## config.mk

```make
export PLATFORM = sky130hd
export DESIGN_NAME = software_timer_pool
export DESIGN_NICKNAME = d
export VERILOG_FILES = /design/src/sv/stp_pkg.sv /design/src/sv/stp_slot_ram.sv /design/src/sv/stp_out_buf.sv /design/src/sv/software_timer_pool.sv
export VERILOG_INCLUDE_DIRS = /design/src /design/src/sv
export SDC_FILE = /design/constraint.sdc
export NUM_CORES = 2
export LEC_CHECK = 0
export ABC_AREA = 1
export BUFFER_PORTS_ARGS = -buffer_cell sky130_fd_sc_hd__buf_2
export CAP_MARGIN = 20
export CORE_ASPECT_RATIO = 2
export CORE_MARGIN = 2
export CORE_UTILIZATION = 45
export DETAILED_ROUTE_END_ITERATION = 16
export MAX_ROUTING_LAYER = met4
export REMOVE_ABC_BUFFERS = 1
export SYNTH_ARGS = -nofsm -noshare
export SYNTH_HDL_FRONTEND = slang
export SYNTH_SLANG_ARGS = --single-unit
```

## constraint.sdc

```tcl
create_clock -name clk -period 17 [get_ports clk]
set_clock_uncertainty 0.15 [all_clocks]
set_input_delay 2.55 -clock clk [delete_from_list [all_inputs] [get_ports clk]]
set_output_delay 2.55 -clock clk [all_outputs]
set_load 0.02 [all_outputs]
```

## src/sv/assert_macros.svh

```systemverilog
// Assertion macros shared by the timer pool RTL.
// No dependencies.
`ifndef ASSERT_MACROS_SVH
`define ASSERT_MACROS_SVH
// Implication checked on every clock, off during reset.
`define ASSERT_IMPL(label, clk, rst_n, ante, cons, msg) \
    label: assert property (@(posedge clk) disable iff (!rst_n) (ante) |-> (cons)) \
        else $error(msg);
// Next-cycle implication.
`define ASSERT_NEXT(label, clk, rst_n, ante, cons, msg) \
    label: assert property (@(posedge clk) disable iff (!rst_n) (ante) |=> (cons)) \
        else $error(msg);
`endif

```

## src/sv/stp_pkg.sv

```systemverilog
// Package for the timer pool: slot record type, codes, sizes.
// No dependencies.
package stp_pkg;
    localparam int SLOTS = 16;
    localparam int SW = (SLOTS > 1) ? $clog2(SLOTS) : 1;
    localparam int SCW = $clog2(SLOTS + 1);

    localparam logic [1:0] ST_CLEAR = 2'd0;
    localparam logic [1:0] ST_RUN   = 2'd1;
    localparam logic [1:0] ST_PAUSE = 2'd2;
    localparam logic [1:0] ST_WAIT  = 2'd3;

    localparam logic [3:0] K_START = 4'd0;
    localparam logic [3:0] K_PAUSE = 4'd1;
    localparam logic [3:0] K_PFOR  = 4'd2;
    localparam logic [3:0] K_RESUME = 4'd3;
    localparam logic [3:0] K_STOP  = 4'd4;
    localparam logic [3:0] K_REFR  = 4'd5;
    localparam logic [3:0] K_RELOAD = 4'd6;
    localparam logic [3:0] K_TICK  = 4'd7;
    localparam logic [3:0] K_RUN   = 4'd8;
    localparam logic [3:0] K_QUERY = 4'd9;

    localparam logic [1:0] R_DONE  = 2'd0;
    localparam logic [1:0] R_START = 2'd1;
    localparam logic [1:0] R_QUERY = 2'd2;
    localparam logic [1:0] R_FIRED = 2'd3;

    localparam int MAX_FIRES = 16;

    typedef struct packed {
        logic [1:0]  status;
        logic [31:0] countdown;
        logic [31:0] period;
        logic [31:0] delay;
        logic [7:0]  firings;
        logic [7:0]  mode;
        logic [7:0]  prio;
        logic [31:0] id;
    } slot_t;

    typedef struct packed {
        logic [3:0]  kind;
        logic [31:0] timer_id;
        logic [7:0]  work_count;
        logic [31:0] start_delay;
        logic [31:0] period;
        logic [7:0]  priority_req;
        logic [31:0] amount;
    } cmd_t;

    typedef struct packed {
        logic        last;
        logic        present;
        logic [3:0]  slot_index;
        logic [31:0] answer_id;
        logic [1:0]  result_kind;
    } res_t;
endpackage

```

## src/sv/stp_slot_ram.sv

```systemverilog
// Slot record memory: one write port, one registered read port.
// Depends on stp_pkg.
module stp_slot_ram
    import stp_pkg::*;
(
    input  logic          clk,
    input  logic          we,
    input  logic [SW-1:0] waddr,
    input  slot_t         wdata,
    input  logic [SW-1:0] raddr,
    output slot_t         rdata
);
    slot_t mem [SLOTS];

    always_ff @(posedge clk)
    begin
        if (we)
        begin
            mem[waddr] <= wdata;
        end
        rdata <= mem[raddr];
    end
endmodule

```

## src/sv/stp_out_buf.sv

```systemverilog
// Output register: holds one result word until the master side takes it.
// Depends on stp_pkg.
module stp_out_buf
    import stp_pkg::*;
(
    input  logic clk,
    input  logic rst_n,
    input  logic push,
    input  res_t din,
    output logic full,
    input  logic pop,
    output res_t dout
);
    logic full_reg;
    res_t data_reg;

    always_ff @(posedge clk or negedge rst_n)
    begin
        if (!rst_n)
        begin
            full_reg <= 1'b0;
        end
        else if (push)
        begin
            full_reg <= 1'b1;
        end
        else if (pop)
        begin
            full_reg <= 1'b0;
        end
    end

    always_ff @(posedge clk)
    begin
        if (push)
        begin
            data_reg <= din;
        end
    end

    assign full = full_reg;
    assign dout = data_reg;
endmodule

```

## src/sv/software_timer_pool.sv

```systemverilog
// Top level of the timer slot pool: control sequencer around the slot memory.
// Depends on stp_pkg, stp_slot_ram, stp_out_buf, assert_macros.svh.
//
// Usage: command words enter on s_axis (tdata = kind, timer_id, work_count,
// start_delay, period, priority_req, amount). Result words leave on m_axis
// (tdata = result_kind, answer_id, slot_index, present; tlast marks the
// final result of a command).
// The slot records live in a single-port-read memory with a registered read
// port. Every command makes one main sweep over the slots: one read issue
// per cycle while the sweep is not stalled, with each record modified and
// written back when its registered read data arrives.
// A start that finds a free slot then sweeps again to find a fresh id: each
// candidate id costs one sweep, normally one, and the S_WRITE state then
// commits the record. Fired results on neighboring slots stall the sweep
// even with a ready receiver, since the output register is still full.
// A fired result is pushed into the output register and the sweep waits
// (re-reading the same slot) while that register is full, so a stalled
// receiver stalls the sweep with no loss. s_axis_tready is high only when
// the sequencer is idle. After reset the slot memory is cleared by a pass
// (one entry a cycle) before the first command is taken.
`include "assert_macros.svh"
module software_timer_pool
    import stp_pkg::*;
(
    input  logic         clk,
    input  logic         rst_n,
    input  logic         s_axis_tvalid,
    output logic         s_axis_tready,
    // kind[3:0], timer_id[35:4], work_count[43:36], start_delay[75:44],
    // period[107:76], priority_req[115:108], amount[147:116], zero pad
    input  logic [151:0] s_axis_tdata,
    output logic         m_axis_tvalid,
    input  logic         m_axis_tready,
    // result_kind[1:0], answer_id[33:2], slot_index[37:34], present[38], pad
    output logic [39:0]  m_axis_tdata,
    output logic         m_axis_tlast
);
    localparam logic [2:0] S_INIT  = 3'd0;
    localparam logic [2:0] S_IDLE  = 3'd1;
    localparam logic [2:0] S_SCAN  = 3'd2;  // main sweep
    localparam logic [2:0] S_IDCHK = 3'd3;  // fresh id sweep
    localparam logic [2:0] S_WRITE = 3'd4;  // commit start
    localparam logic [2:0] S_FIN   = 3'd5;  // final result

    logic [2:0]     state_reg, state_next;
    cmd_t           cmd_reg;
    logic [SCW-1:0] rptr_reg, rptr_next;   // read issue pointer
    logic           rv_reg, rv_next;       // read data valid
    logic [SW-1:0]  rslot_reg, rslot_next; // slot of read data
    logic           found_reg, found_next; // first match / free slot
    logic [SW-1:0]  fslot_reg, fslot_next;
    logic           inuse_reg, inuse_next;
    logic [31:0]    idsrc_reg, idsrc_next;
    logic [31:0]    cand_reg, cand_next;
    logic           pres_reg, pres_next;
    logic [4:0]     fires_reg, fires_next;

    logic          we;
    logic [SW-1:0] waddr, raddr;
    slot_t         wdata, rd, upd;
    logic          push, full;
    res_t          pdata, odata;
    logic          fire_now;
    logic [32:0]   psum;
    logic [31:0]   cand_inc;

    stp_slot_ram u_ram (
        .clk(clk), .we(we), .waddr(waddr), .wdata(wdata),
        .raddr(raddr), .rdata(rd)
    );

    stp_out_buf u_out (
        .clk(clk), .rst_n(rst_n), .push(push), .din(pdata), .full(full),
        .pop(m_axis_tready), .dout(odata)
    );

    assign s_axis_tready = (state_reg == S_IDLE);
    assign m_axis_tvalid = full;
    assign m_axis_tdata  = {1'b0, odata.present, odata.slot_index,
                            odata.answer_id, odata.result_kind};
    assign m_axis_tlast  = odata.last;
    assign cand_inc      = (idsrc_reg + 32'd1 == 32'd0) ? 32'd1 : idsrc_reg + 32'd1;
    assign psum          = {1'b0, rd.countdown} + {1'b0, cmd_reg.amount};

    // per-slot modify of the record just read
    always_comb
    begin
        logic match;
        match    = (rd.status != ST_CLEAR) && (rd.id == cmd_reg.timer_id);
        upd      = rd;
        fire_now = 1'b0;
        unique case (cmd_reg.kind)
            K_PAUSE:
            begin
                if (rd.mode == 8'd0 || rd.status == ST_RUN)
                    upd.status = ST_PAUSE;
            end
            K_PFOR:
            begin
                if (rd.mode == 8'd0 || rd.status == ST_RUN)
                begin
                    upd.countdown = psum[32] ? 32'hFFFF_FFFF : psum[31:0];
                    if (rd.mode == 8'd0)
                        upd.status = ST_RUN;
                end
            end
            K_RESUME:
            begin
                if (rd.status == ST_PAUSE)
                    upd.status = (rd.mode == 8'd0 && rd.prio != 8'd0
                                  && rd.countdown == 32'd0) ? ST_WAIT : ST_RUN;
            end
            K_STOP:
            begin
                if (rd.status == ST_RUN || rd.status == ST_PAUSE)
                    upd = '0;
            end
            K_REFR:
            begin
                if (rd.status == ST_RUN || rd.status == ST_PAUSE)
                    upd.countdown = rd.period;
            end
            K_RELOAD:
            begin
                upd.countdown = cmd_reg.period;
                upd.period    = cmd_reg.period;
            end
            K_TICK:
            begin
                if (rd.status == ST_RUN)
                begin
                    if (rd.delay > cmd_reg.amount)
                        upd.delay = rd.delay - cmd_reg.amount;
                    else if (rd.delay != 32'd0)
                        upd.delay = 32'd0;
                    else if (rd.countdown > cmd_reg.amount)
                        upd.countdown = rd.countdown - cmd_reg.amount;
                    else
                    begin
                        upd.countdown = 32'd0;
                        if (rd.prio == 8'd0)
                            fire_now = 1'b1;
                        else
                            upd.status = ST_WAIT;
                    end
                end
            end
            K_RUN:
            begin
                fire_now = (cmd_reg.priority_req != 8'd0) && (rd.status == ST_WAIT)
                           && (rd.prio == cmd_reg.priority_req);
            end
            default:
            begin
            end
        endcase
        if (fire_now)
        begin
            if (rd.mode == 8'd0 || rd.firings > 8'd1)
            begin
                upd.countdown = rd.period;
                upd.status    = ST_RUN;
                if (rd.mode != 8'd0)
                    upd.firings = rd.firings - 8'd1;
            end
            else
                upd = '0;
        end
        if (!match && cmd_reg.kind != K_TICK && cmd_reg.kind != K_RUN)
            upd = rd;
    end

    always_comb
    begin
        logic  stall, is_match, last_rd;
        slot_t ns;
        state_next = state_reg;
        rptr_next  = rptr_reg;
        rv_next    = rv_reg;
        rslot_next = rslot_reg;
        found_next = found_reg;
        fslot_next = fslot_reg;
        inuse_next = inuse_reg;
        idsrc_next = idsrc_reg;
        cand_next  = cand_reg;
        pres_next  = pres_reg;
        fires_next = fires_reg;
        we    = 1'b0;
        waddr = rslot_reg;
        wdata = upd;
        raddr = rptr_reg[SW-1:0];
        push  = 1'b0;
        pdata = '0;
        is_match = (rd.status != ST_CLEAR) && (rd.id == cmd_reg.timer_id);
        stall    = 1'b0;
        last_rd  = (rslot_reg == SW'(SLOTS - 1));
        ns       = '0;
        unique case (state_reg)
            S_INIT:
            begin
                we        = 1'b1;
                waddr     = rptr_reg[SW-1:0];
                wdata     = '0;
                rptr_next = rptr_reg + SCW'(1);
                if (rptr_reg == SCW'(SLOTS - 1))
                    state_next = S_IDLE;
            end
            S_IDLE:
            begin
                rptr_next  = '0;
                rv_next    = 1'b0;
                found_next = 1'b0;
                pres_next  = 1'b0;
                fires_next = '0;
                if (s_axis_tvalid)
                    state_next = S_SCAN;
            end
            S_SCAN:
            begin
                if (rv_reg)
                begin
                    if (cmd_reg.kind == K_START)
                    begin
                        if (!found_reg && rd.status == ST_CLEAR)
                        begin
                            found_next = 1'b1;
                            fslot_next = rslot_reg;
                        end
                    end
                    else if (cmd_reg.kind == K_TICK || cmd_reg.kind == K_RUN)
                    begin
                        if (fire_now && fires_reg < 5'(MAX_FIRES))
                        begin
                            if (full)
                                stall = 1'b1;
                            else
                            begin
                                push = 1'b1;
                                pdata.result_kind = R_FIRED;
                                pdata.answer_id   = rd.id;
                                pdata.slot_index  = 4'(rslot_reg);
                                fires_next = fires_reg + 5'd1;
                            end
                        end
                        if (!stall)
                            we = 1'b1;
                    end
                    else if (cmd_reg.kind == K_QUERY)
                    begin
                        if (is_match && cmd_reg.timer_id != 32'd0 && (rd.mode == 8'd0
                            || rd.status == ST_RUN || rd.status == ST_PAUSE))
                            pres_next = 1'b1;
                    end
                    else if (!found_reg && is_match)
                    begin
                        found_next = 1'b1;
                        we = 1'b1;
                    end
                end
                if (!stall)
                begin
                    rv_next    = (rptr_reg < SCW'(SLOTS));
                    rslot_next = rptr_reg[SW-1:0];
                    if (rptr_reg < SCW'(SLOTS))
                        rptr_next = rptr_reg + SCW'(1);
                    if (rv_reg && last_rd)
                    begin
                        rv_next = 1'b0;
                        if (cmd_reg.kind == K_START && (found_next))
                        begin
                            state_next = S_IDCHK;
                            cand_next  = cand_inc;
                            idsrc_next = cand_inc;
                            inuse_next = 1'b0;
                            rptr_next  = '0;
                        end
                        else
                            state_next = S_FIN;
                    end
                end
            end
            S_IDCHK:
            begin
                if (rv_reg && rd.status != ST_CLEAR && rd.id == cand_reg)
                    inuse_next = 1'b1;
                rv_next    = (rptr_reg < SCW'(SLOTS));
                rslot_next = rptr_reg[SW-1:0];
                if (rptr_reg < SCW'(SLOTS))
                    rptr_next = rptr_reg + SCW'(1);
                if (rv_reg && last_rd)
                begin
                    rv_next   = 1'b0;
                    rptr_next = '0;
                    if (inuse_next)
                    begin
                        cand_next  = cand_inc;
                        idsrc_next = cand_inc;
                        inuse_next = 1'b0;
                    end
                    else
                        state_next = S_WRITE;
                end
            end
            S_WRITE:
            begin
                ns.status    = ST_RUN;
                ns.countdown = cmd_reg.period;
                ns.period    = cmd_reg.period;
                ns.delay     = cmd_reg.start_delay;
                ns.firings   = cmd_reg.work_count;
                ns.mode      = cmd_reg.work_count;
                ns.prio      = cmd_reg.priority_req;
                ns.id        = cand_reg;
                we    = 1'b1;
                waddr = fslot_reg;
                wdata = ns;
                state_next = S_FIN;
            end
            S_FIN:
            begin
                if (!full)
                begin
                    push = 1'b1;
                    pdata.last = 1'b1;
                    if (cmd_reg.kind == K_START)
                    begin
                        pdata.result_kind = R_START;
                        if (found_reg)
                        begin
                            pdata.answer_id  = cand_reg;
                            pdata.slot_index = 4'(fslot_reg);
                        end
                    end
                    else if (cmd_reg.kind == K_QUERY)
                    begin
                        pdata.result_kind = R_QUERY;
                        pdata.present     = pres_reg;
                    end
                    else
                        pdata.result_kind = R_DONE;
                    state_next = S_IDLE;
                end
            end
            default:
            begin
                state_next = S_IDLE;
            end
        endcase
        // a stalled slot is read again so its record stays in view
        if (stall)
            raddr = rslot_reg;
    end

    always_ff @(posedge clk or negedge rst_n)
    begin
        if (!rst_n)
        begin
            state_reg <= S_INIT;
            rptr_reg  <= '0;
            rv_reg    <= 1'b0;
            found_reg <= 1'b0;
            idsrc_reg <= '0;
            fires_reg <= '0;
        end
        else
        begin
            state_reg <= state_next;
            rptr_reg  <= rptr_next;
            rv_reg    <= rv_next;
            found_reg <= found_next;
            idsrc_reg <= idsrc_next;
            fires_reg <= fires_next;
        end
    end

    always_ff @(posedge clk)
    begin
        if (s_axis_tvalid && s_axis_tready)
        begin
            cmd_reg <= cmd_t'({s_axis_tdata[3:0], s_axis_tdata[35:4],
                               s_axis_tdata[43:36], s_axis_tdata[75:44],
                               s_axis_tdata[107:76], s_axis_tdata[115:108],
                               s_axis_tdata[147:116]});
        end
        rslot_reg <= rslot_next;
        fslot_reg <= fslot_next;
        inuse_reg <= inuse_next;
        cand_reg  <= cand_next;
        pres_reg  <= pres_next;
    end

    `ASSERT_IMPL(a_push_free, clk, rst_n, push, !full, "result pushed into full register")
    `ASSERT_IMPL(a_fire_cap, clk, rst_n, 1'b1, fires_reg <= 5'(MAX_FIRES), "fire count overrun")
    `ASSERT_NEXT(a_fin_idle, clk, rst_n, state_reg == S_FIN && !full, state_reg == S_IDLE,
                 "final result did not end command")
endmodule
```

==> run summary <==
The tools report the destination of the worst register-to-register timing path as u_ram.rdata[113]. In this run, distinct cell masters in the synthesized netlist total 62. In this run the most critical hold path is launched from idsrc_reg[31]. The part of the Yosys area used for sequential elements is 62.9%, and the initial cell density of the core is 45.3%. TritonCTS built the clock tree. In this run the critical register-to-register path is launched from cmd_reg[0].

The analysis attributes to net switching a power of 11.5 mW. STA classifies the critical path startpoint as a flop. For the cell internal power dissipation, the log shows 16.9 mW. Routability-driven placement finished with a final weighted congestion of 0.995. Summed over all nets, the half-perimeter wirelength after detailed placement is 251000 um.

Of the total power, combinational logic draws 37.8%. Setup slack closes at 8480 ps. The share of async-settable or async-resettable flops after synthesis was 1.66%.

Before antenna repair, the detailed router went through 6 iterations. Global routing used 33.6% of the available met1 tracks. The largest total area in the synthesized netlist belongs to edfxtp_1.

The worst setup path is captured at a flop. The total overflow left after global routing is 0. The mean number of vias per cell came out at 5.49. The maximum single-stage delay on the critical path was 830 ps.

After global routing, the most crowded layer is met2. For hold timing, the worst endpoint is idsrc_reg[31]. The logs give 50.1% for the share of the core filled with cells in the final layout and 0 for the number of hold violations in the final report. The post-route netlist has 6.90% of its cells at a drive strength greater than 1.

The first-pass GRT wire length was 637000 um. The run finished with clean final reports. Family with the most delay on the worst path: buffers and inverters. The via count of the first global-routing pass was 96600.

Setup repair after global routing left no endpoint under its margin. Prior to clock tree synthesis, the placed netlist has a worst setup slack of 8680 ps. The clock power share is 22.8%, and the power per unit of standard cell area is 189 nW/um2. The die covers 306000 um2. The worst relative slew slack was 11.9%.

The class of the most critical hold timing path was reg -> reg. For the number of setup violations in the final report, the log shows 0. The critical-path cell with the highest stage delay was buf_4. On the final layout, the worst hold slack is 349 ps. Clock transition at the registers of the reported paths: 70 ps.

The run gives 0 as the number of max-slew violations in the final report. After detailed routing, the total wire length is 441000 um. The tools report the post-cts hold buffer count as 0. For the worst flop-to-flop path, the logic depth is 25. Sorting the synthesized cells by area gives the leading types as edfxtp_1 60%, nand3_1 11%, inv_1 8.3%, nand2_1 7.3%, dfxtp_1 2.3%. The cell sitting at the root of the clock tree is a clkbuf_16. Global routing consumed, on the met3 layer, 3.32% of the routing resources. Counting flops with a built-in enable in the synthesized netlist gives 2694. The top-level I/O count was 199; the number of H-tree levels was 5. Detailed routing inserted a total of 99800 vias. The die span in x came out at 392 um. The logs give 150000 um2 for the total non-filler cell area in the finished layout and 161 for the largest net degree at the start of global routing. The tool flagged a number of max-cap violations equal to 0. For the static leakage, the log shows 64.6 nW. The number of buffers on the longest clock path is 4, and the total of buffers placed on input and output ports is 193.

For this run, global-route usage on met2 was measured as 49.2%. Relative to the synthesized area, the layout overhead comes to 10.8%. Of the available clock period, the critical path in the final layout requires 50.1%. Summed over all failing endpoints, the final setup total negative slack is 0 ps. By startpoint and endpoint, the worst setup path is classified as reg -> reg.

At the pin with the least slew margin, the transition time is 1320 ps. The synthesized design devotes to its leading area cell type 59.8% of total area. Counting every instance in the synthesized netlist gives 14000. The register with the most flip-flops in the layout has 2464 of them. Of the total power, the share spent switching nets is 40.5%.

Global routing consumed, over all layers together, 29.2% of the routing resources. The layout has 27200 filler cells. Number of nets with antenna violations after detailed routing: 0.

The logs give 14200 for the number of nets in the final layout and 17540 ps for the critical path data required time. The logs give 278 for the number of buffers added by the clock tree synthesis step and 920 ps for the later-pin clock latency in the skew report. After synthesis the cells add up to 135000 um2. The cell that appears most often on the critical path is nand2_1. The number of cells on the worst hold path is 2. The mean area per synthesized cell is 9.68 um2.

The starting DRC count in detailed routing is 9507. The cell row count is 284, and the total number of clock tree sinks is 2896. For this run, the number of Yosys warnings is 0.

The floorplan step set the die height to 780 um. In the final routed layout, each cell accounts on average for 24.3 um. Across the whole layout, storage elements account for 85200 um2.

The logs give 140000 um2 for the cell area reported after detailed placement and 28.4 mW for the overall power. The final cell count without fillers is 18200, and the time the worst path needs with I/O delays and setup is 8520 ps. The tools report the post-CTS repair timing setup buffer count as 0. Summing all multi-input logic gate instances after layout gives 35900 um2.

The core region is 299000 um2. The share of total power dissipated in sequential elements is 39.4%. The run gives 0 as the quantity of gates resized following cts. In this run, placement finished with an instance count of 17700.

The buffering stage count on the worst path with inverters included is 6, and the peak fanout along the critical path is 118. The final routed DRC violation total was 0; the maximum operating frequency was 117 MHz. The prevailing post-synth register cell is edfxtp_1. The synthesized design contains 2896 register bits.

In this run the register-to-register setup slack is 8480 ps. Arrival time at the worst endpoint: 9060 ps. Across the VDD grid, the largest voltage drop is 0.148 mV. The tools report the initial antenna violation count as 10.
## how the worst max path moves through the flow
| stage | endpoint | depth (start not counted) | slack [ps] | from |
|---|---|---|---|---|
| floorplan | u_ram.rdata[102] | 15 | -7090 | cmd_reg[147] |
| global route | u_ram.rdata[113] | 24 | 8400 | cmd_reg[1] |
| global placement | u_ram.rdata[150] | 26 | 8710 | u_ram.rdata[120] |
| CTS | u_ram.rdata[113] | 25 | 8610 | cmd_reg[0] |
| detailed placement | u_ram.rdata[113] | 25 | 8680 | cmd_reg[0] |
| finish | u_ram.rdata[113] | 25 | 8480 | cmd_reg[0] |
## power groups by stage
stage,clock network (mW),logic (mW),registers [mW]
finish,6.48,10.7,11.2
global route,6.81,11.6,11.3
CTS,6.56,10.6,11.2
detailed placement,0,10.6,11.3
global placement,0,10.5,11.3
floorplan,0,7.13,11.3
## cells in the final DEF, fill, tap and decap left out, types with 92 or more instances in the layout
cell type  synthesis  layout
ha_1             107     107
xor2_1            92      92
nand3_1         3082    3080
a21oi_1          243     242
nand2_1         2648    2643
buf_2            410     193
nor2_1           270     247
o21ai_0          278     277
buf_4             35     227
clkbuf_16          0     290
inv_1           3006    3005
o22ai_1          117     117
dfxtp_1          154     154
edfxtp_1        2694    2694
## worst register-to-register path, delay by kind of cell, from the launching register on
family                     cells  cell delay (ps)
buffers and inverters          6             3690
and+or+nand+nor               15             3000
adders and majority gates      2              710
DFF                            1              490
AOI/OAI and AO/OA              2              240
## cells in the mapped netlist, drive strengths merged (13+ instances only)
| master | instances |
|---|---|
| dfxtp | 154 |
| nor2 | 278 |
| o211ai | 31 |
| a221oi | 16 |
| xor2 | 92 |
| a21oi | 247 |
| nand4 | 59 |
| a2111oi | 23 |
| o22ai | 117 |
| ha | 107 |
| nor3 | 72 |
| o21bai | 24 |
| nand3 | 3082 |
| clkbuf | 242 |
| nor4 | 31 |
| o21ai | 286 |
| nand2 | 2657 |
| a21o | 13 |
| inv | 3018 |
| edfxtp | 2694 |
| buf | 506 |
| dfrtp | 48 |
| xnor2 | 31 |
| a31oi | 13 |
| o32ai | 48 |
## final cells by class
type	count	share of cell area, %
antenna	9	0.0150
clock buffer	354	5.13
clock inverter	145	1.12
inverter	3022	7.58
multi-input combinational	7317	23.9
sequential	2896	56.8
tap	4004	3.34
timing repair buffer	447	2.10
## routing by layer
layer	share of wire (%)	wire length, um	vias up
li1	-	-	46000
met1	37	164000	48400
met2	50	220000	4185
met4	6.5	28600	0
met5	0	0	-
met3	6.5	28500	1211
## logic make-up after synthesis
family	synth area share (%)
xor+xnor	0.796
flops	62.9
buf+inv	10.9
fa+ha+maj	1.03
compound gates	3.93
other cells	0.00277
simple gates	20.4
Note: power is estimated with default switching activity, not from simulation.
